<file path="src/rtl/imm_pkg.sv">
// Shared constants and types for the integer matrix multiply block.
// Used by every module under rtl/; depends on nothing else.
`default_nettype none
package imm_pkg;

  localparam int MAX_DIM_DEF    = 8;
  localparam int ELEM_WIDTH_DEF = 32;

  localparam int CFG_IDX_W  = 2;
  localparam int CFG_DATA_W = 4;

  // configuration register indexes
  localparam logic [CFG_IDX_W-1:0] CFG_ROWS_A    = 2'd0;
  localparam logic [CFG_IDX_W-1:0] CFG_INNER_DIM = 2'd1;
  localparam logic [CFG_IDX_W-1:0] CFG_COLS_B    = 2'd2;

  // classification of one queued word
  typedef struct packed {
    logic is_b;   // word belongs to the second matrix
    logic last;   // final word of the second matrix, start the product
  } imm_tag_t;

  // queue status seen by the top level
  typedef struct packed {
    logic empty;
    logic full;
  } imm_q_stat_t;

  typedef enum logic [1:0] {
    ST_LOAD = 2'b01,
    ST_CALC = 2'b10
  } imm_back_st_t;

endpackage
`default_nettype wire

</file>
<file path="src/rtl/imm_front.sv">
// Front end: classifies each accepted word into first or second matrix and
// gives it its store address. Depends on imm_pkg.
`default_nettype none
module imm_front #(
  parameter int AW      = 6,
  parameter int DW      = 4
) (
  input  wire logic                 clk,
  input  wire logic                 rst_n,
  input  wire logic                 accept,
  input  wire logic [DW-1:0]        rows_eff,
  input  wire logic [DW-1:0]        inner_eff,
  input  wire logic [DW-1:0]        cols_eff,
  output imm_pkg::imm_tag_t         tag,
  output logic      [AW-1:0]        addr
);

  localparam int CW = AW + 1 + 2 * DW;

  logic [AW-1:0] count_r, count_nxt;
  logic          phase_r, phase_nxt;
  logic [CW-1:0] size_a, size_b, cnt_inc;
  logic          done;

  always_comb begin
    size_a  = CW'(rows_eff) * CW'(inner_eff);
    size_b  = CW'(inner_eff) * CW'(cols_eff);
    cnt_inc = CW'(count_r) + CW'(1);
    done    = cnt_inc >= (phase_r ? size_b : size_a);

    tag.is_b = phase_r;
    tag.last = phase_r & done;
    addr     = count_r;

    count_nxt = count_r;
    phase_nxt = phase_r;
    if (accept) begin
      if (done) begin
        count_nxt = '0;
        phase_nxt = ~phase_r;
      end else begin
        count_nxt = AW'(cnt_inc);
      end
    end
  end

  always_ff @(posedge clk) begin
    if (!rst_n) begin
      count_r <= '0;
      phase_r <= 1'b0;
    end else begin
      count_r <= count_nxt;
      phase_r <= phase_nxt;
    end
  end

endmodule
`default_nettype wire

</file>
<file path="config.mk">
export PLATFORM = sky130hd
export DESIGN_NAME = imm_front
export DESIGN_NICKNAME = d
export VERILOG_FILES = /design/src/rtl/imm_pkg.sv /design/src/rtl/imm_front.sv
export SDC_FILE = /design/constraint.sdc
export NUM_CORES = 1
export LEC_CHECK = 0
export ABC_AREA = 1
export BUFFER_PORTS_ARGS = -buffer_cell sky130_fd_sc_hd__buf_2
export CAP_MARGIN = 20
export CORE_MARGIN = 2
export CORE_UTILIZATION = 57
export DETAILED_ROUTE_END_ITERATION = 7
export GPL_TIMING_DRIVEN = 0
export PLACE_DENSITY_LB_ADDON = 0.1
export SETUP_SLACK_MARGIN = 0.02
export SLEW_MARGIN = 20
export SYNTH_ARGS = -nofsm -noshare
export SYNTH_HDL_FRONTEND = slang
export SYNTH_SLANG_ARGS = --single-unit
</file>
<file path="constraint.sdc">
create_clock -name clk -period 7.89 [get_ports clk]
set_input_delay 1.9725 -clock clk [delete_from_list [all_inputs] [get_ports clk]]
set_output_delay 1.9725 -clock clk [all_outputs]
set_load 0.02 [all_outputs]
</file>
==> After elaboration in Yosys (flattened, before gate mapping) <==
Index checks and enable logic that the tools add are counted.
{ "classes": {"addsub": 1, "n_mul": 2, "magnitude_cmp": 1, "muxes": 2, "n_bitwise": 2, "n_reduce_logical": 1} }
{ "op_table": {"columns": ["operator", "count"], "rows": [
  ["$mul 4x4->8", 2],
  ["$ge 7x8->1", 1],
  ["$mux 8", 1],
  ["$add 6x1->7 const B", 1],
  ["$mux 6", 1],
  ["$reduce_and 2->1", 1],
  ["$and 1x1->1", 1],
  ["$not 1->1", 1]
]} }
{ "word_totals": {"regBits": 7, "inputBits": 15, "output_inout_bits": 8, "elab_cells": 11} }

==> Depth between registers and ports, before layout <==
{ "depth": {"ltp_word": 4, "mapped_depth": 23, "mapped_depth_nobuf": 22} }

==> Least setup slack after synthesis <==
OpenSTA, ideal clock, no wires.
{ "synth_path": {"path_type": "input -> output", "from": "in inner_eff[1]", "to": "out tag[0] (netlist name)", "arrival_time_ns": 5.199, "t_required_ns": 5.918, "setup_slack_ns": 0.718, "cell_stages": 18, "n_path_buf": 1, "cell_sequence": "clkbuf_1 > nand2_1 > fa_1 > inv_1 > fa_1 > inv_1 > fa_1 > o21ai_0 > a21oi_1 > xnor2_1 > nand2_1 > o21ai_0 > inv_1 > ha_1 > nand2_1 > nand2_1 > nand2_4 > nor2_1"} }
{ "synth_rtl": {"columns": ["item", "line", "rtl"], "rows": [
  ["from (decl)", "imm_front.sv:12", "input wire logic [DW-1:0] inner_eff,"],
  ["to (decl)", "imm_front.sv:14", "output imm_pkg::imm_tag_t tag,"]
]} }

==> metrics.txt <==
Post-synth EDFFs 0; FF/Latch Area about 140 µm²; Nets 318; clock buffer depth 2; Post-CTS Setup Bufs 0; CORE AREA approximately 0.0025 mm²; Synth cell types 27; Leak Pwr about 0.0012 µW; Sink Count 7; worst path cell trace clkbuf_1 -> nand2_1 -> fa_1 -> inv_1 -> fa_1 -> inv_1 -> fa_1 -> o21ai_0 -> a21oi_1 -> xnor2_1 -> nand2_1 -> o21ai_0 -> inv_1 -> ha_1 -> nand2_1 -> nand2_1 -> nand2_4 -> nor2_1 -> buf_2; Synth Warn # 0; CP max FO 8; most used cell, CP nand2_1; critical path class primary input to output pin; antenna-violating nets left 0; outcome finished clean; Net Count, Synth 294; skew final slightly above 0.0009 ns; VDD IR-drop max about 0.00016 V; Die Wd about 56 µm; final RePlAce weighted congestion 0.783; Mean Syn Cell Area roughly 6.5 µm²; Layout area overhead 10.2%; FMAX ~0.13 GHz; Max Cap Viol 0; CP peak stage delay ~0.56 ns; DRC viols 0; Placed Area roughly 0.0017 mm²; Yosys top cell by area ha_1; I/O pin total 23; Core Rows 18; Inserted Clock Buffers 3; drt first pass iters 5; largest net degree at the start of global routing 11; Reg clk slew, reported paths ~0.050 ns; Critical-path top delay cell fa_1; Tcrit/Tclk final roughly 94%; crit path time final ~7.4 ns; Starting Density slightly above 60%; H-tree depth 1; first-pass GRT wire length around 5.2 mm; total track usage about a fifth; Synth area leaders ha_1 26%, nand2_1 18%, inv_1 13%; antenna violations before repair 0; Fillers between 200 and 300; Synth top area share 25.7%; vias in the first global route roughly 1400; CP endpoint kind output pin; top-count cell post-synth nand2_1; grt ovf 0; RSZ-0062 raised after global routing false; vias per cell a little under 5; Slew @ Worst Pin 0.391 ns; PD cells a little under 100 mW/mm²; Util after Layout between 60% and 70%; Slew Limit Fails 0; Setup Viol. Count Final 0; hold_buf cts 0; ratio of cells with drive above 1 in the final layout between 10% and 20%; Starting DRT DRC Count 25; required time of the critical path just under 6 ns; top_reg_cell synth dfxtp_1; Yosys reg bits 7; TNS Setup 0 ns; relative slew slack between 70% and 80%; post-CTS sizing 0; CP Data Arrival Time roughly 5.5 ns; Synth top cells by count 74 x nand2_1, 52 x inv_1, 32 x ha_1; # diodes 0; clock root buffer clkbuf_4; Routed Wire Length around 2.8 mm; Post-Layout Inst Area roughly 0.0017 mm²; Clk Latency, worst-skew pair around 0.25 ns; die height 56.3 µm; Synth Cell Area between 0.0015 and 0.002 mm²; CTS tree yes; footprint of the multi-input gates roughly 0.0012 mm²; Hold Vio Cnt, Final 0; async set-reset flop share out of synthesis 0%; die area approximately 0.0032 mm²; crit path launch type primary input; Avg WL per Cell 9.62 µm; Vias about 1400; Port Buffers 19; half-perimeter wire length after placement 2.40 mm; worst hold-check path type flip-flop to flip-flop; post-synthesis sequential area ratio under 10%; Synth Instances about 240
worst max-delay path: cells and delay by family:
kind | cells | cell delay (ns)
adders and majority gates | 4 | 1.80
xor gates and xnor gates | 1 | 0.15
buffers and inverters | 5 | 0.62
AOI/OAI and AO/OA | 3 | 0.36
and+or+nand+nor | 6 | 0.57
cells in the final DEF, fill, tap and decap left out:
cell type / count
nor2_1: 9
nand3b_1: 2
nand2_1: 74
clkbuf_4: 3
nand3_2: 3
buf_4: 2
o21ai_1: 1
clkbuf_1: 4
xor2_1: 4
a21boi_0: 1
ha_1: 32
dfxtp_1: 7
nand2_2: 2
xnor2_1: 1
nand2_4: 1
nand3_1: 5
o21a_1: 1
inv_1: 52
a31oi_1: 2
or2_2: 2
and3b_1: 1
nand4_1: 1
inv_2: 2
clkinv_1: 3
buf_2: 19
mux2i_1: 2
o21ai_0: 5
a21oi_1: 13
fa_1: 8
area by class of cell:
cell class | count | area share [%]
multi-input cells | 170 | 68.6
inverters | 57 | 12.4
flip-flops and latches | 7 | 8.15
repair buffers | 19 | 5.53
well taps | 30 | 2.18
clock buffers | 4 | 1.53
plain buffers | 5 | 1.53
flip-flops by register name, indices dropped and copies added (netlist names):
signal,flops
addr,6
phase_r,1
per-layer routing:
| metal | GRT usage (%) | routed length [µm] | up-vias | share of wire [%] |
|---|---|---|---|---|
| li1 | - | - | 777 | - |
| met1 | 26.7 | 1490 | 638 | 53 |
| met2 | 33.4 | 1220 | 17 | 43 |
| met3 | 4.84 | 97 | 2 | 3.5 |
| met4 | 1.02 | 4 | 0 | 0.14 |
| met5 | 0 | 0 | - | 0 |
cells by family after synthesis:
| kind of cell | share of synthesized area (%) |
|---|---|
| buffers and inverters | 15.4 |
| and+or+nand+nor | 27.7 |
| DFF | 8.98 |
| adders and majority gates | 35.9 |
| AOI/OAI and AO/OA | 7.86 |
| muxes | 1.28 |
| xor gates and xnor gates | 2.81 |
worst paths after layout:
path                                    from       to  slack (ns)  depth (start not counted)
worst max-delay path            inner_eff[1]   tag[0]        0.45                         19
worst min-delay path                 addr[5]  addr[5]        0.51                          2
worst max register to register       phase_r  addr[0]        5.78                         20
worst min register to register       addr[5]  addr[5]        0.51                          2
report_power, final:
part / total (µW) / switching, µW / internal, µW
sequential: 38.8 / 1.80 / 37.0
combinational: 97.8 / 57.7 / 40.1
clock: 32.6 / 13.3 / 19.3
total: 169 / 72.8 / 96.5
metrics by stage:
stage / setup WS (ns) / cells / hold WS [ns] / power [µW]
after global routing: 0.122 / 292 / 0.537 / 193
final: 0.451 / 292 / 0.510 / 169
after detailed placement: 0.465 / 288 / 0.500 / 138
after floorplan: 0.718 / 239 / 0.572 / 115
after CTS: 0.433 / 292 / 0.507 / 171
after global placement: 0.469 / 288 / 0.496 / 136
Power figures use the tool's default switching activity.
