## config.mk

```make
export PLATFORM = sky130hd
export DESIGN_NAME = imm_back
export DESIGN_NICKNAME = d
export VERILOG_FILES = /design/src/rtl/imm_pkg.sv /design/src/rtl/imm_back.sv
export SDC_FILE = /design/constraint.sdc
export NUM_CORES = 2
export LEC_CHECK = 0
export BUFFER_PORTS_ARGS = -buffer_cell sky130_fd_sc_hd__buf_4
export CAP_MARGIN = 20
export CORE_AREA = 3 3 551 553
export DETAILED_ROUTE_END_ITERATION = 8
export DIE_AREA = 0 0 554 556
export GPL_TIMING_DRIVEN = 1
export HOLD_SLACK_MARGIN = 0.05
export PLACE_DENSITY_LB_ADDON = 0.3
export SYNTH_ARGS = -nofsm -noshare
export SYNTH_HDL_FRONTEND = slang
export SYNTH_SLANG_ARGS = --single-unit
```

## constraint.sdc

```tcl
create_clock -name clk -period 14.2 [get_ports clk]
set_input_delay 2.84 -clock clk [delete_from_list [all_inputs] [get_ports clk]]
set_output_delay 2.84 -clock clk [all_outputs]
set_load 0.01 [all_outputs]
```

## src/rtl/imm_pkg.sv

```systemverilog
// Shared constants and types for the integer matrix multiply block.
// Used by every module under rtl/; depends on nothing else.
`default_nettype none
package imm_pkg;

  localparam int MAX_DIM_DEF    = 8;
  localparam int ELEM_WIDTH_DEF = 32;

  localparam int CFG_IDX_W  = 2;
  localparam int CFG_DATA_W = 4;

  // configuration register indexes
  localparam logic [CFG_IDX_W-1:0] CFG_ROWS_A    = 2'd0;
  localparam logic [CFG_IDX_W-1:0] CFG_INNER_DIM = 2'd1;
  localparam logic [CFG_IDX_W-1:0] CFG_COLS_B    = 2'd2;

  // classification of one queued word
  typedef struct packed {
    logic is_b;   // word belongs to the second matrix
    logic last;   // final word of the second matrix, start the product
  } imm_tag_t;

  // queue status seen by the top level
  typedef struct packed {
    logic empty;
    logic full;
  } imm_q_stat_t;

  typedef enum logic [1:0] {
    ST_LOAD = 2'b01,
    ST_CALC = 2'b10
  } imm_back_st_t;

endpackage
`default_nettype wire

```

## src/rtl/imm_back.sv

```systemverilog
// Back end: matrix stores plus the multiply-accumulate sequencer that walks
// rows, columns and the inner index. Depends on imm_pkg.
`default_nettype none
module imm_back #(
  parameter int MAX_DIM    = imm_pkg::MAX_DIM_DEF,
  parameter int ELEM_WIDTH = imm_pkg::ELEM_WIDTH_DEF,
  parameter int AW         = 6,
  parameter int IW         = 3,
  parameter int DW         = 4
) (
  input  wire logic                         clk,
  input  wire logic                         rst_n,
  input  wire logic                         q_empty,
  input  wire imm_pkg::imm_tag_t            q_tag,
  input  wire logic [AW-1:0]                q_addr,
  input  wire logic [ELEM_WIDTH-1:0]        q_value,
  output logic                              pop,
  input  wire logic [DW-1:0]                rows_eff,
  input  wire logic [DW-1:0]                inner_eff,
  input  wire logic [DW-1:0]                cols_eff,
  output logic                              res_valid,
  output logic signed [ELEM_WIDTH-1:0]      res_value,
  output logic [IW-1:0]                     res_row,
  output logic [IW-1:0]                     res_col,
  output logic                              res_last
);

  localparam int DEPTH = MAX_DIM * MAX_DIM;

  typedef struct packed {
    logic          first;
    logic          lastk;
    logic [IW-1:0] row;
    logic [IW-1:0] col;
    logic          lastres;
  } mac_tag_t;

  logic [ELEM_WIDTH-1:0] mem_a_r [DEPTH];
  logic [ELEM_WIDTH-1:0] mem_b_r [DEPTH];

  imm_pkg::imm_back_st_t st_r, st_nxt;
  logic [IW-1:0] i_r, i_nxt, j_r, j_nxt, k_r, k_nxt;
  logic [AW-1:0] a_addr_r, a_addr_nxt, a_base_r, a_base_nxt, b_addr_r, b_addr_nxt;
  logic          issue, k_end, j_end, i_end;
  mac_tag_t      issue_tag, s1_tag_r, s2_tag_r;
  logic          s1_v_r, s2_v_r;
  logic [ELEM_WIDTH-1:0] rd_a_r, rd_b_r, prod_r, acc_r, acc_sum;
  logic          out_v_r;
  logic [ELEM_WIDTH-1:0] out_val_r;
  logic [IW-1:0] out_row_r, out_col_r;
  logic          out_last_r;

  always_comb begin
    pop   = (st_r == imm_pkg::ST_LOAD) && !q_empty;
    issue = (st_r == imm_pkg::ST_CALC);
    k_end = (DW'(k_r) + DW'(1)) == inner_eff;
    j_end = (DW'(j_r) + DW'(1)) == cols_eff;
    i_end = (DW'(i_r) + DW'(1)) == rows_eff;

    issue_tag.first   = (k_r == '0);
    issue_tag.lastk   = k_end;
    issue_tag.row     = i_r;
    issue_tag.col     = j_r;
    issue_tag.lastres = i_end && j_end;

    st_nxt     = st_r;
    i_nxt      = i_r;
    j_nxt      = j_r;
    k_nxt      = k_r;
    a_addr_nxt = a_addr_r;
    a_base_nxt = a_base_r;
    b_addr_nxt = b_addr_r;

    case (st_r)
      imm_pkg::ST_LOAD: begin
        if (pop && q_tag.last) begin
          st_nxt     = imm_pkg::ST_CALC;
          i_nxt      = '0;
          j_nxt      = '0;
          k_nxt      = '0;
          a_addr_nxt = '0;
          a_base_nxt = '0;
          b_addr_nxt = '0;
        end
      end
      imm_pkg::ST_CALC: begin
        if (!k_end) begin
          // step the inner index
          k_nxt      = k_r + IW'(1);
          a_addr_nxt = a_addr_r + AW'(1);
          b_addr_nxt = b_addr_r + AW'(cols_eff);
        end else begin
          k_nxt = '0;
          if (!j_end) begin
            j_nxt      = j_r + IW'(1);
            a_addr_nxt = a_base_r;
            b_addr_nxt = AW'(j_r) + AW'(1);
          end else begin
            j_nxt = '0;
            if (!i_end) begin
              i_nxt      = i_r + IW'(1);
              a_base_nxt = a_base_r + AW'(inner_eff);
              a_addr_nxt = a_base_r + AW'(inner_eff);
              b_addr_nxt = '0;
            end else begin
              st_nxt = imm_pkg::ST_LOAD;
            end
          end
        end
      end
      default: st_nxt = imm_pkg::ST_LOAD;
    endcase

    acc_sum = (s2_tag_r.first ? '0 : acc_r) + prod_r;
  end

  // store writes
  always_ff @(posedge clk) begin
    if (pop && q_tag.is_b) begin
      mem_b_r[q_addr] <= q_value;
    end
    if (pop && !q_tag.is_b) begin
      mem_a_r[q_addr] <= q_value;
    end
  end

  // registered store reads, multiply, accumulate
  always_ff @(posedge clk) begin
    rd_a_r   <= mem_a_r[a_addr_r];
    rd_b_r   <= mem_b_r[b_addr_r];
    s1_tag_r <= issue_tag;
    prod_r   <= rd_a_r * rd_b_r;
    s2_tag_r <= s1_tag_r;
    if (s2_v_r) begin
      acc_r <= acc_sum;
    end
    out_val_r  <= acc_sum;
    out_row_r  <= s2_tag_r.row;
    out_col_r  <= s2_tag_r.col;
    out_last_r <= s2_tag_r.lastres;
  end

  always_ff @(posedge clk) begin
    if (!rst_n) begin
      st_r     <= imm_pkg::ST_LOAD;
      i_r      <= '0;
      j_r      <= '0;
      k_r      <= '0;
      a_addr_r <= '0;
      a_base_r <= '0;
      b_addr_r <= '0;
      s1_v_r   <= 1'b0;
      s2_v_r   <= 1'b0;
      out_v_r  <= 1'b0;
    end else begin
      st_r     <= st_nxt;
      i_r      <= i_nxt;
      j_r      <= j_nxt;
      k_r      <= k_nxt;
      a_addr_r <= a_addr_nxt;
      a_base_r <= a_base_nxt;
      b_addr_r <= b_addr_nxt;
      s1_v_r   <= issue;
      s2_v_r   <= s1_v_r;
      out_v_r  <= s2_v_r && s2_tag_r.lastk;
    end
  end

  assign res_valid = out_v_r;
  assign res_value = out_val_r;
  assign res_row   = out_row_r;
  assign res_col   = out_col_r;
  assign res_last  = out_last_r && out_v_r;

endmodule
`default_nettype wire

```

## Word-level counts from Yosys, hierarchy flattened

Memory sizes are Yosys's and may differ from the RTL's. A register that Yosys moved wholly into a read port is not among the register bits.
Cells that the tools add are included.

- Register bits: 153
- Memories: 2
- Output and inout port bits: 41
- Memory bits (writable): 4096
- Logic and storage cells: 99
- Input bits: 55

- Multiplexer cells: 32
- Multipliers: 1
- $add $sub $neg: 11
- Reduce and logical (&&, ||, !) cells: 16
- Equal/unequal tests: 11

Memories:

| memory | depth | bits a word | rd ports | clocked after Yosys merged registers in | write ports | line | source |
|---|---|---|---|---|---|---|---|
| mem_a_r | 64 | 32 | 1 | 1 | 1 | imm_back.sv:38 | `logic [ELEM_WIDTH-1:0] mem_a_r [DEPTH];` |
| mem_b_r | 64 | 32 | 1 | 1 | 1 | imm_back.sv:39 | `logic [ELEM_WIDTH-1:0] mem_b_r [DEPTH];` |

Operators with widths:

| operator | count |
|---|---|
| 2-to-1 mux 6 bit | 9 |
| case mux 6 bit (2 select lines) | 3 |
| adder 32 bit | 1 |
| multiplier 32 x 32 -> 32 bit | 1 |
| 2-to-1 mux 32 bit | 1 |
| 2-to-1 mux 3 bit | 7 |
| case mux 3 bit (2 select lines) | 3 |
| adder 3 x 1 -> 4 bit, second input constant | 4 |
| adder 6 x 4 -> 6 bit | 2 |
| equality test 4 bit | 3 |
| adder 3 x 1 -> 3 bit, second input constant | 3 |
| 2-to-1 mux 2 bit | 4 |
| != test 2 x 1 -> 1 bit, second input constant | 4 |
| logical AND 1 bit | 7 |
| adder 6 x 1 -> 6 bit, second input constant | 1 |
| AND reduction 3 bit | 2 |
| AND reduction 5 bit | 1 |
| 2-to-1 mux 1 bit | 4 |
| != test 4 bit, second input constant | 1 |
| case mux 2 bit (2 select lines) | 1 |
| AND reduction 4 bit | 1 |
| zero test 3 bit | 1 |
| equality test 2 x 1 -> 1 bit, second input constant | 1 |
| equality test 2 bit, second input constant | 1 |
| 4 further kinds | 5 |

## Depth between registers and ports, before layout

- Depth in word-level cells: 6
- Depth in mapped cells: 27
- Mapped depth without buffers: 25

## Worst setup path after synthesis

Ideal clock, no wire load.

- Path type: flip-flop to flip-flop
- Start point: register rd_a_r[12], read port of mem_a_r
- End point: register prod_r[29]
- Data required time: 14128 ps
- Library setup time: 72 ps
- Clock period less this slack: 6777 ps
- Arrival time: 6705 ps
- Buffers on the path: 3
- Setup slack: 7423 ps
- Stages on the path, launching flop included: 26
- Path through: dfxtp_1 clkbuf_1 clkbuf_1 and2_1 fa_1 fa_1 fa_1 inv_1 fa_1 inv_1 fa_1 inv_1 fa_1 inv_1 fa_1 fa_1 ha_1 clkbuf_1 a21oi_1 o21ai_0 a31oi_1 a21oi_1 a311o_1 a41o_1 a21oi_1 xnor2_1

- Word-level cells in the longest chain between the ends: 1

Ends and longest elaborated chain:

| element | line | source |
|---|---|---|
| start, declared | imm_back.sv:47 | `logic [ELEM_WIDTH-1:0] rd_a_r, rd_b_r, prod_r, acc_r, acc_sum;` |
| multiplier 32 x 32 -> 32 bit | imm_back.sv:132 | `prod_r <= rd_a_r * rd_b_r;` |
| end signal, assigned | imm_back.sv:132 |  |
| end, declared | imm_back.sv:47 |  |

Every way passes these cells.
A chain may end at the register's enable or synchronous reset.

## Worst setup path in the final report

- Start point: register rd_a_r[8], read port of mem_a_r
- End point: register prod_r[29]

Same word-level chain as after synthesis.

==> metrics <==
setup bufs post-CTS=0; hold buffer count at CTS=0; RD Place Congestion=slightly below 0.9; CTS Buf Count=413; via/cell ratio=about 6.8; maxcap violations=0; clock tree sinks=approximately 4300; largest net degree at the start of global routing=150; setup tns final=0 ns; Congestion Overflow GR=0; placed cell count=12300; Post-Syn Nets=roughly 9100; CP endpoint kind=flip-flop; Pwr Density=~210 mW/mm²; total of warnings raised by yosys=0; register area share after synthesis=0.713; Slew headroom=0.180; vias=roughly 88000; Die Footprint=between 0.3 and 0.4 mm²; Place WS=slightly below 7 ns; library cells used by synthesis=71; Residual DRC=0; CP Max Fanout=24; core footprint=approximately 0.3 mm²; Fillers=about 18000; initial core utilization=0.599; Final Setup Violations=0; Worst Path Class, Setup=flip-flop to flip-flop; Compound-Gate Fraction of Synth Area=0.00865; Clock Path Buffers=4; Synth top area share=0.692; crit path launch type=flip-flop; DP Wirelength=254 mm; final worst-path cycle share=0.528; Total GRT Usage=0.311; post-cts gate resize count=0; die width=554 µm; VDD IR max=1280 µV; most common cell in the netlist=edfxtp_1; Mean Syn Cell Area=around 21 µm²; clock transition at the registers of the reported paths=0.06 ns; post-synthesis adder-cell area fraction=0.0577; Wirelength per Cell=between 30 and 40 µm; slowest stage delay, CP=around 1.0 ns; Rows=between 200 and 250; setup slack after layout=approximately 6.7 ns; ranking of synthesized cells by area=edfxtp_1 69%, mux4_2 17%, fa_1 4.6%; CP max stage cell=dfxtp_1; clock latency on the worst-skew pair=slightly below 1 ns; area delta synth->final=11.4%; WP data required=15.05 ns; Ports=96; first-pass GRT wire length=677 mm; Post-Syn Area=about 0.18 mm²; Post-synth ARST share=0; Die Y=about 560 µm; unrepaired setup endpoints after global routing=no; Non-Filler Instances=around 13000; Arrival @ worst endpoint=~8.4 ns; vias in the first global route=92300; cell taking the most area after synthesis=edfxtp_1; CTS tree=done; HP Class=flip-flop to flip-flop; Pre-Repair DR Iteration Count=6; Final Util=0.667; synth cell count leaders=4128 x edfxtp_1, 1324 x mux4_2, 411 x fa_1, 410 x inv_1, 335 x and2_1; H-tree depth=5; critical-path cell list=nand2_1 > fa_1 > inv_1 > fa_1 > fa_1 > inv_1 > fa_1 > inv_1 > fa_1 > inv_1 > fa_1 > inv_1 > fa_1 > fa_1 > ha_1 > a21oi_1 > o21ai_0 > a31oi_1 > a21oi_1 > a311o_1 > a41o_1 > a21oi_1 > xnor2_1; Starting DRT DRC Count=14100; Final nets=roughly 9400; mux contribution to synthesized area=0.169; f_max=133 MHz; Synth Area in XOR/XNOR=0.00636; status=completed; Root Driver=clkbuf_16; Synth Area in Simple Gates=0.0268; DRT Wirelength=around 470 mm; LEAKAGE=~63 nW; fin crit period=between 7 and 8 ns; Final Skew=0.0600 ns; initial antenna violation count=between 50 and 60; Post-DRT Antenna Nets=0; share of layout cells above drive strength 1=0.270; EDFF count, synth=roughly 4100; Fin. Hold Viols=0; IO Port Bufs=95; largest family of logic cells by synthesized area=multiplexers; Critical Path Most Common Cell=fa_1; Worst Tran Pin Value=between 1 and 1.5 ns; Slew Limit Fails=0; number of synthesized register bits=4313; Primary FF master, synth=edfxtp_1; instance count of the mapped netlist=roughly 8400
==> where the power goes <==
group | internal (mW) | switching [mW] | leakage, nW
registers | 14.4 | 0.138 | 38.7
clock network | 6.20 | 4.86 | 6.60
logic | 7.29 | 9.07 | 18.0
==> cell type report <==
type	instances	area, µm²	area share
antenna	22	55.1	0.000276
clock buffer	497	10900	0.0546
clock inverter	264	2670	0.0134
inverter	410	1540	0.00771
multi-input combinational	3269	49100	0.246
sequential	4313	128000	0.640
tap	3958	4950	0.0248
timing repair buffer	333	2650	0.0133
==> flip-flops by register name (all words and copies together) (netlist names), 2 cells and up <==
register,flops
s2_tag_r,9
rd_a_r,32
j_r,3
a_base_r,6
acc_r,32
i_r,3
res_row,3
s1_tag_r,9
mem_a_r,2048
res_col,3
mem_b_r,2048
res_value,32
st_r,2
k_r,3
a_addr_r,6
prod_r,32
b_addr_r,6
rd_b_r,32
==> cell usage in the layout (no fill, tap or decap), drive strengths merged, types with 8 or more instances in the layout <==
master / n
a21boi: 13
nand3: 21
clkbuf: 497
nor3: 15
mux4: 1324
ha: 169
nor2b: 45
a31oi: 9
nor2: 173
o21ai: 54
edfxtp: 4128
fa: 411
and3: 10
inv: 425
clkinv: 190
nand3b: 8
and2: 335
xnor2: 94
nand2: 288
a21oi: 62
buf: 333
nand2b: 16
o21a: 12
clkinvlp: 21
diode: 22
xor2: 36
bufinv: 38
a21o: 25
mux2i: 27
mux2: 22
dfxtp: 185
==> path summary, 6_finish.rpt <==
| kind | start | endpoint | slack [ns] | cells past startpoint |
|---|---|---|---|---|
| max reg2reg | rd_a_r[8] | prod_r[29] | 6.71 | 23 |
| max | rd_a_r[8] | prod_r[29] | 6.71 | 23 |
| min | s1_tag_r[8] | s2_tag_r[8] | 0.33 | 0 |
| min reg2reg | s1_tag_r[8] | s2_tag_r[8] | 0.33 | 0 |
==> critical path: cells and delay by family, from the launching register on <==
kind	cells	cell delay, ns
compound gates	7	1.50
xor+xnor	1	0.15
fa+ha+maj	9	4.21
buf+inv	5	0.28
flops	1	1.04
simple gates	1	0.18
==> metrics by stage <==
stage	instance area (µm²)	hold slack, ns	power [mW]
after floorplan	179000	0.310	26.9
after global placement	186000	0.310	30.4
after detailed placement	186000	0.313	31.0
after CTS	199000	0.328	42.0
after global routing	200000	0.330	44.4
final	200000	0.327	41.9
==> cells by family after synthesis <==
group	after synthesis
buffers and inverters	833
AO/OA/AOI/OAI	237
XOR/XNOR	130
AND/OR/NAND/NOR	949
adder cells (fa/ha/maj)	580
multiplexers	1373
flip-flops	4313
==> layer usage <==
layer,up-vias,global-route usage,part of all wire
met5,-,0,0.00029
met4,20,0.132,0.050
met3,1085,0.0769,0.13
met2,6401,0.484,0.48
met1,46500,0.427,0.34
li1,34400,-,-
No activity file was read; power rests on OpenSTA's default activity.
