--- config.mk ---
export PLATFORM = sky130hd
export DESIGN_NAME = imm_fifo
export DESIGN_NICKNAME = d
export VERILOG_FILES = /design/src/rtl/imm_pkg.sv /design/src/rtl/imm_fifo.sv
export SDC_FILE = /design/constraint.sdc
export NUM_CORES = 1
export LEC_CHECK = 0
export BUFFER_PORTS_ARGS = -buffer_cell sky130_fd_sc_hd__buf_2
export CORE_ASPECT_RATIO = 1.25
export CORE_UTILIZATION = 45
export CTS_CLUSTER_DIAMETER = 60
export DETAILED_ROUTE_END_ITERATION = 10
export PLACE_DENSITY = 0.75
export SLEW_MARGIN = 40
export SYNTH_ARGS = -nofsm -noshare
export SYNTH_HDL_FRONTEND = slang
export SYNTH_SLANG_ARGS = --single-unit
export TNS_END_PERCENT = 5
--- constraint.sdc ---
create_clock -name clk -period 3.8 [get_ports clk]
set_input_delay 0.19 -clock clk [delete_from_list [all_inputs] [get_ports clk]]
set_output_delay 0.19 -clock clk [all_outputs]
set_load 0.1 [all_outputs]
--- src/rtl/imm_pkg.sv ---
// Shared constants and types for the integer matrix multiply block.
// Used by every module under rtl/; depends on nothing else.
`default_nettype none
package imm_pkg;

  localparam int MAX_DIM_DEF    = 8;
  localparam int ELEM_WIDTH_DEF = 32;

  localparam int CFG_IDX_W  = 2;
  localparam int CFG_DATA_W = 4;

  // configuration register indexes
  localparam logic [CFG_IDX_W-1:0] CFG_ROWS_A    = 2'd0;
  localparam logic [CFG_IDX_W-1:0] CFG_INNER_DIM = 2'd1;
  localparam logic [CFG_IDX_W-1:0] CFG_COLS_B    = 2'd2;

  // classification of one queued word
  typedef struct packed {
    logic is_b;   // word belongs to the second matrix
    logic last;   // final word of the second matrix, start the product
  } imm_tag_t;

  // queue status seen by the top level
  typedef struct packed {
    logic empty;
    logic full;
  } imm_q_stat_t;

  typedef enum logic [1:0] {
    ST_LOAD = 2'b01,
    ST_CALC = 2'b10
  } imm_back_st_t;

endpackage
`default_nettype wire

--- src/rtl/imm_fifo.sv ---
// Two-entry queue between front end and back end.
// Depends on imm_pkg for its status struct.
`default_nettype none
module imm_fifo #(
  parameter int W = 40
) (
  input  wire logic          clk,
  input  wire logic          rst_n,
  input  wire logic          push,
  input  wire logic [W-1:0]  wdata,
  input  wire logic          pop,
  output logic      [W-1:0]  rdata,
  output imm_pkg::imm_q_stat_t stat
);

  logic [W-1:0] q_r [2];
  logic         wr_ptr_r, wr_ptr_nxt;
  logic         rd_ptr_r, rd_ptr_nxt;
  logic [1:0]   cnt_r, cnt_nxt;
  logic         do_push, do_pop;

  always_comb begin
    do_push    = push && (cnt_r != 2'd2);
    do_pop     = pop && (cnt_r != 2'd0);
    wr_ptr_nxt = do_push ? ~wr_ptr_r : wr_ptr_r;
    rd_ptr_nxt = do_pop  ? ~rd_ptr_r : rd_ptr_r;
    cnt_nxt    = cnt_r + 2'(do_push) - 2'(do_pop);
    rdata      = q_r[rd_ptr_r];
    stat.empty = (cnt_r == 2'd0);
    stat.full  = (cnt_r == 2'd2);
  end

  always_ff @(posedge clk) begin
    if (do_push) begin
      q_r[wr_ptr_r] <= wdata;
    end
  end

  always_ff @(posedge clk) begin
    if (!rst_n) begin
      wr_ptr_r <= 1'b0;
      rd_ptr_r <= 1'b0;
      cnt_r    <= 2'd0;
    end else begin
      wr_ptr_r <= wr_ptr_nxt;
      rd_ptr_r <= rd_ptr_nxt;
      cnt_r    <= cnt_nxt;
    end
  end

endmodule
`default_nettype wire

== Yosys cells after proc, flatten, opt, wreduce, memory -nomap -nowiden ==
Memory sizes are Yosys's and may differ from the RTL's. A register that Yosys moved wholly into a read port is not among the register bits.
Cells that the tools add are included.

* Flip-flop bits (word level): 4
* Bits in latches: 0
* RAM bits: 80
* Bits in read-only memories: 0
* Input bits: 44
* Output and inout port bits: 42
* Logic and storage cells: 18
* Memories kept: 1

* Add/sub/neg operators: 2
* Multiply operators: 0
* Div/mod/pow operators: 0
* $lt $le $gt $ge: 0
* Eq/ne operators: 2
* Shift operators: 0
* Multiplexer cells: 4
* Bitwise logic cells: 2
* Reduce and logical (&&, ||, !) cells: 4

{| class="wikitable"
|+ Memory list
! name !! depth !! bits a word !! read ports !! clocked after memory_dff !! write ports !! RTL line !! text
|-
| q_r || 2 || 40 || 1 || 1 || 1 || imm_fifo.sv:16 || <nowiki>logic [W-1:0] q_r [2];</nowiki>
|}

{| class="wikitable"
|+ Operator list
! kind !! number
|-
| 2-to-1 mux 1 bit || 4
|-
| adder 2 x 1 -> 2 bit || 1
|-
| equality test 2 bit, second input constant || 1
|-
| logical AND 1 bit || 2
|-
| logical NOT 2 bit || 1
|-
| != test 2 bit, second input constant || 1
|-
| NOT 1 bit || 2
|-
| nonzero test 2 bit || 1
|-
| subtractor 2 x 1 -> 2 bit || 1
|}

== Logic depth before layout (Yosys ltp) ==
Gate-level depths: netlist (run 1).

* Depth in word-level cells: 4
* Gate-level depth with buffers: 8
* Gate-level depth less buffers: 8

== Worst setup path before layout (run 1) ==
OpenSTA, ideal clock, no wires.

* Kind: register to register
* Start: reg cnt_r[0]
* End: mem q_r[0][0], enable pin
* Setup time: 0.437 ns
* Arrival time: 2.275 ns
* Slack: 1.088 ns
* Cell stages (with the launch flop): 4
* Buffers on the path: 0
* Clock period less this slack: 2.712 ns
* Path through: dfxtp_1 -> nand2b_1 -> nand2_1 -> nor2_1

* Word-level cells in the longest chain between the ends: 4

{| class="wikitable"
|+ Ends and longest elaborated chain
! what !! RTL line !! text
|-
| from (decl) || imm_fifo.sv:19 || <nowiki>logic [1:0] cnt_r, cnt_nxt;</nowiki>
|-
| from (signal assigned) || imm_fifo.sv:47 || <nowiki>cnt_r <= cnt_nxt;</nowiki>
|-
| != test 2 bit || imm_fifo.sv:23 || <nowiki>do_push = push && (cnt_r != 2'd2);</nowiki>
|-
| logical AND 1 bit || imm_fifo.sv:23 ||
|-
| 2-to-1 mux 1 bit || imm_fifo.sv:34 || <nowiki>if (do_push) begin</nowiki>
|-
| 2-to-1 mux 1 bit (implied by the code) || imm_fifo.sv:35 || <nowiki>q_r[wr_ptr_r] <= wdata;</nowiki>
|-
| to (decl) || imm_fifo.sv:16 ||
|}

Every way passes these cells.

==> flow_summary_export.csv, run 1 <==
group,metric,value,unit
floorplan,die_h,95.27,µm
clock_tree,clk_path_buf_depth,2,
final_layout,nNetsFinal,291,
final_layout,antennaDiodeCount,0,
logic_synthesis,ys.flop_type,"edfxtp_1",
critical_path,reg2reg_from,"cnt_r[0]",
critical_path,cp_slowest_cell,"dfxtp_4",
timing,slew_viol_final,0,
logic_synthesis,synth.top_cell.area_share,76.71,%
min_path,hold_path_class,"in2reg",
clock_tree,insertion_delay,0.34,ns
logic_synthesis,synth-seq-area-share,79.90,%
final_layout,final_layout_size_suffix_gt1_share,56.85,%
logic_synthesis,synth-seq-cells,85,
floorplan,num_rows,33,
floorplan,start_util,47.11,%
routing,drtIter0Drc,57,
critical_path,crit_required,3.61,ns
critical_path,regToRegSetupSlack,2.00,ns
clock_tree,numCtsBuffers,9,
clock_tree,cts_max_level,3,
routing,drc,0,
logic_synthesis,synth_top_cell_by_area,"edfxtp_1",
timing,rsz0062_at_grt,"false",
min_path,min_to,"q_r[0][33]",
logic_synthesis,synth.net_count,197,
final_layout,regArea,0.002506,mm²
timing,period_needed,1.939,ns
clock_tree,clk_pin_slew,0.08,ns
timing,relSlewSlack,62.40,%
place,place.gp.congestion,0.6690,
critical_path,worstSetupEndpointType,"output pin",
routing,antenna_left,0,
logic_synthesis,synth_cell_types,16,
floorplan,dieArea,0.007299,mm²
logic_synthesis,synth_edf_count,80,
critical_path,cp_top_family,"flip-flops",
place,place_hpwl,3289,µm
final_layout,area_delta_synth_final,22.53,%
clock_tree,cts_tree,"built",
logic_synthesis,netlist_instances,151,
logic_synthesis,yosys-top-cells-count,"edfxtp_1 (80), mux2_2 (40), dfxtp_1 (5), nor2_1 (5), buf_6 (4)",
routing,dr.pass1.iters,4,
critical_path,crit_chain,"mux2_2, buf_2",
place,placed_cell_area,0.003692,mm²
place,numPortBuffers,85,
floorplan,pin_count,86,
global_route,grt_max_degree,41,
job,drv_cap,0,
final_layout,fill_cells,512,
logic_synthesis,postSynthAreaPerCell,20.74,µm²
logic_synthesis,synth_area,0.003132,mm²
timing,tns,0,ns
floorplan,fp.dieW,76.62,µm
logic_synthesis,yosys_warnings,0,
routing,totalWireLength,5126,µm
timing,setup_viol,0,
place,dp_cells,321,
logic_synthesis,synth_most_common_cell,"edfxtp_1",
critical_path,rr_worst_depth,8,
logic_synthesis,synth.area.top_cells,"edfxtp_1 (77%), mux2_2 (14%), dfxtp_1 (3.2%)",
outcome,outcome,"finished, final reports clean",
clock_tree,cts_setup_buffers,0,
routing,drt-wirelength-per-cell,15.30,µm
critical_path,cp_max_fo,40,
final_layout,instances_no_fill,335,
timing,tightest_slew,0.5641,ns
routing,vias,1596,
final_layout,final_area,0.003837,mm²
critical_path,start_kind,"flip-flop",
clock_tree,cts_resized,0,
global_route,track_usage,14.75,%
global_route,antenna_found_initial,0,
floorplan,core-area,0.006648,mm²
timing,finalClockSkew,0.009295,ns
global_route,grt_pass1_vias,1584,
clock_tree,clockRootBuffer,"clkbuf_8",
timing,max_freq,515.7,MHz
critical_path,r2r_end,"cnt_r[1]",
critical_path,cp.arrival,1.75,ns
routing,vias_per_cell,4.764,
clock_tree,cts.sinks,85,
timing,hold_viol_final,0,
critical_path,path_class,"reg2out",
global_route,grt_pass1_wl,7672,µm
final_layout,multi_input_area,585.6,µm²
timing,post-route-period-util,51.03,%
timing,fin_ws,1.861,ns
global_route,grt_overflow,0,
critical_path,cpPeakStageDelay,0.69,ns
clock_tree,cts_hold_buf,0,
place,pre_cts_slack,2.042,ns
min_path,min_from,"wdata[33]",
critical_path,crit_buf_inv,1,
min_path,hold_depth,1,
logic_synthesis,synthArstFlopShare,0,%
cell usage in the layout, fill, tap and decap left out:
master,n
ha_1,2
nand2b_1,2
clkinv_1,2
dfxtp_1,4
xnor2_1,1
buf_2,85
nor2_1,4
nor3_1,1
mux2_2,40
and2_1,2
clkbuf_8,9
xor2_1,1
nor2_4,1
nand2_1,2
mux2i_1,1
inv_1,3
buf_16,2
edfxtp_1,80
o21a_1,1
dfxtp_4,1
and3_4,1
clkbuf_1,1
clkinv_2,2
worst max-delay path by stage:
stage	end	cells past startpoint
after CTS	rdata[16]	2
final	rdata[16]	2
after detailed placement	cnt_r[1]	8
after global routing	rdata[4]	2
after global placement	q_r[0][20]	3
after floorplan	q_r[0][0]	3
final cells by class:
cell class	instances	share of cell area, %
sequential	85	65.31
multi-input combinational	59	15.26
tap	87	2.837
clock buffer	10	3.326
inverter	3	0.2934
clock inverter	4	0.4565
timing repair buffer	87	12.52
logic make-up after synthesis:
group | synth area share, %
xor+xnor | 0.5594
simple gates | 1.998
flops | 79.90
mux | 14.70
buf+inv | 1.798
compound gates | 0.2398
fa+ha+maj | 0.7989
flip-flops by register name (all words and copies together) (netlist names), named ones only:
name,count
q_r,80
cnt_r,2
rd_ptr_r,1
wr_ptr_r,1
through the flow:
| step | hold WS [ns] | utilization [%] |
|---|---|---|
| CTS | 0.01011 | 57.73 |
| detailed placement | 0.3818 | 55.54 |
| global route | 0.008609 | 57.73 |
| global placement | 0.3794 | 54.62 |
| floorplan | 0.2889 | - |
| finish | 0.03239 | 57.73 |
layer usage:
metal | up-vias | global-route usage (%) | wire (µm)
li1 | 770 | - | -
met1 | 767 | 16.58 | 2012
met2 | 50 | 25.08 | 2785
met3 | 9 | 3.636 | 218
met4 | 0 | 10.10 | 110
met5 | - | 0 | 0
Power of run 1 is left out: the tool's default activity adds up to more than one toggle a clock period on the data nets, which glitch-free logic cannot reach.
==> inputs of run 2 (changes only) <==
==> constraint.sdc (replaced) <==
create_clock -name clk -period 1.96 [get_ports clk]
set_input_delay 0.098 -clock clk [delete_from_list [all_inputs] [get_ports clk]]
set_output_delay 0.098 -clock clk [all_outputs]
set_load 0.1 [all_outputs]
==> run 2 against run 1 <==
  * Register-to-register slack lost 1.8 ns
  * Non-clock buffer count grew 44
  * Critical path type is now reg2reg
  * Critical path depth grew 6
  * Worst hold slack gained 0.0048 ns
  * Design area grew 27%
  * Global-route usage grew 2.4 points
==> flow_summary_export.csv, run 2 (synthesized netlist as in run 1, its figures left out) <==
group,metric,value,unit
floorplan,num_rows,33,
timing,fin_ws,0.2050,ns
final_layout,final_cell_mix,"edfxtp_1 (80), buf_2 (45), mux2_2 (40), dlygate4sd3_1 (40), buf_12 (40)",
final_layout,top_register,"q_r",
global_route,track_usage,17.19,%
final_layout,final_layout_size_suffix_gt1_share,50.00,%
routing,drc,0,
clock_tree,cts_setup_buffers,0,
global_route,antenna_found_initial,0,
routing,totalWireLength,5768,µm
critical_path,cpPeakStageDelay,0.40,ns
critical_path,cp.arrival,2.02,ns
timing,hold_viol_final,0,
clock_tree,clockRootBuffer,"clkbuf_8",
final_layout,antennaDiodeCount,0,
timing,tightest_slew,0.4876,ns
clock_tree,cts.sinks,85,
floorplan,dieArea,0.007299,mm²
timing,slew_viol_final,0,
critical_path,cpMostUsedCell,"ha_1",
clock_tree,cts_tree,"built",
clock_tree,cts_hold_buf,40,
critical_path,cp_slowest_cell,"dfxtp_1",
critical_path,start_kind,"flip-flop",
min_path,hold_path_class,"in2reg",
routing,drt-wirelength-per-cell,15.14,µm
clock_tree,cts_max_level,3,
timing,setup_viol,0,
place,pre_cts_slack,0.1838,ns
place,place.gp.congestion,0.6677,
floorplan,pin_count,86,
routing,vias_per_cell,4.738,
final_layout,final_common_cell,"edfxtp_1",
routing,drtIter0Drc,93,
timing,post-route-period-util,89.54,%
clock_tree,cts_resized,0,
final_layout,fill_cells,384,
global_route,use_met3,3.636,%
clock_tree,clk_path_buf_depth,2,
final_layout,largest_registers,"q_r (80), cnt_r (2)",
place,numPortBuffers,85,
job,drv_cap,0,
routing,vias,1805,
critical_path,crit_buf_inv,1,
timing,max_freq,569.8,MHz
floorplan,start_util,47.11,%
timing,tns,0,ns
clock_tree,clk_pin_slew,0.07,ns
timing,finalClockSkew,0.005216,ns
timing,whs,0.03723,ns
global_route,grt_max_degree,25,
floorplan,die_h,95.27,µm
clock_tree,insertion_delay,0.34,ns
critical_path,path_class,"reg2reg",
critical_path,crit_chain,"nand2b_1, nand2_1, ha_1, inv_1, ha_1, xor2_1, and2_1, nor3_1",
global_route,grt_overflow,0,
critical_path,crit_required,2.22,ns
critical_path,worstSetupEndpointType,"flip-flop",
floorplan,fp.dieW,76.62,µm
timing,rsz0062_at_grt,"false",
timing,relSlewSlack,67.72,%
floorplan,core-area,0.006648,mm²
final_layout,largest_reg_flops,80,
critical_path,cp_top_family,"simple AND/OR/NAND/NOR gates",
clock_tree,numCtsBuffers,9,
routing,antenna_left,0,
outcome,outcome,"finished, final reports clean",
global_route,grt_pass1_vias,1900,
final_layout,area_delta_synth_final,55.97,%
final_layout,nNetsFinal,335,
global_route,grt_util_met2,32.28,%
timing,period_needed,1.755,ns
global_route,grt_pass1_wl,9032,µm
global_route,use_met1,17.57,%
global_route,grt.busiest_layer,"met2",
critical_path,cp_max_fo,4,
place,place_hpwl,3639,µm
routing,dr.pass1.iters,4,
run 2: cell count changes in the layout (fill, tap and decap cells not counted), moves of 2 or more:
cell	change
clkbuf_1	+2
buf_12	+40
bufinv_16	+2
clkinv_1	-2
buf_4	+6
dlygate4sd3_1	+40
buf_2	-40
buf_16	-2
run 2: metrics by stage:
| step | area (µm²) | utilization, % | cells |
|---|---|---|---|
| 2_1_floorplan | 3139 | - | 151 |
| 3_3_place_gp | 4277 | 64.33 | 325 |
| 3_5_place_dp | 4277 | 64.33 | 325 |
| 4_1_cts | 4885 | 73.48 | 381 |
| 5_1_grt | 4885 | 73.48 | 381 |
| 6_report | 4885 | 73.48 | 381 |
run 2: worst paths after layout:
kind	startpoint	endpoint	slack (ns)	depth (start not counted)
min	rst_n	cnt_r[0]	0.04	2
min reg2reg	rd_ptr_r	rd_ptr_r	0.53	2
max reg2reg	cnt_r[0]	cnt_r[1]	0.20	8
max	cnt_r[0]	cnt_r[1]	0.20	8
run 2: routing by layer:
metal | part of all wire, % | wire length [µm]
met1 | 36 | 2100
met2 | 58 | 3326
met3 | 3.1 | 179
met4 | 2.8 | 162
met5 | 0 | 0
run 2: cell type report:
type / count / area, µm² / share of cell area, %
flip-flops and latches: 85 / 2504 / 51.26
repair buffers: 131 / 1471 / 30.12
multi-input cells: 59 / 581.8 / 11.91
clock buffers: 12 / 135.1 / 2.766
clock inverters: 4 / 72.57 / 1.486
well taps: 87 / 108.9 / 2.228
inverters: 3 / 11.26 / 0.2305
Power of run 2 is left out for the same reason.
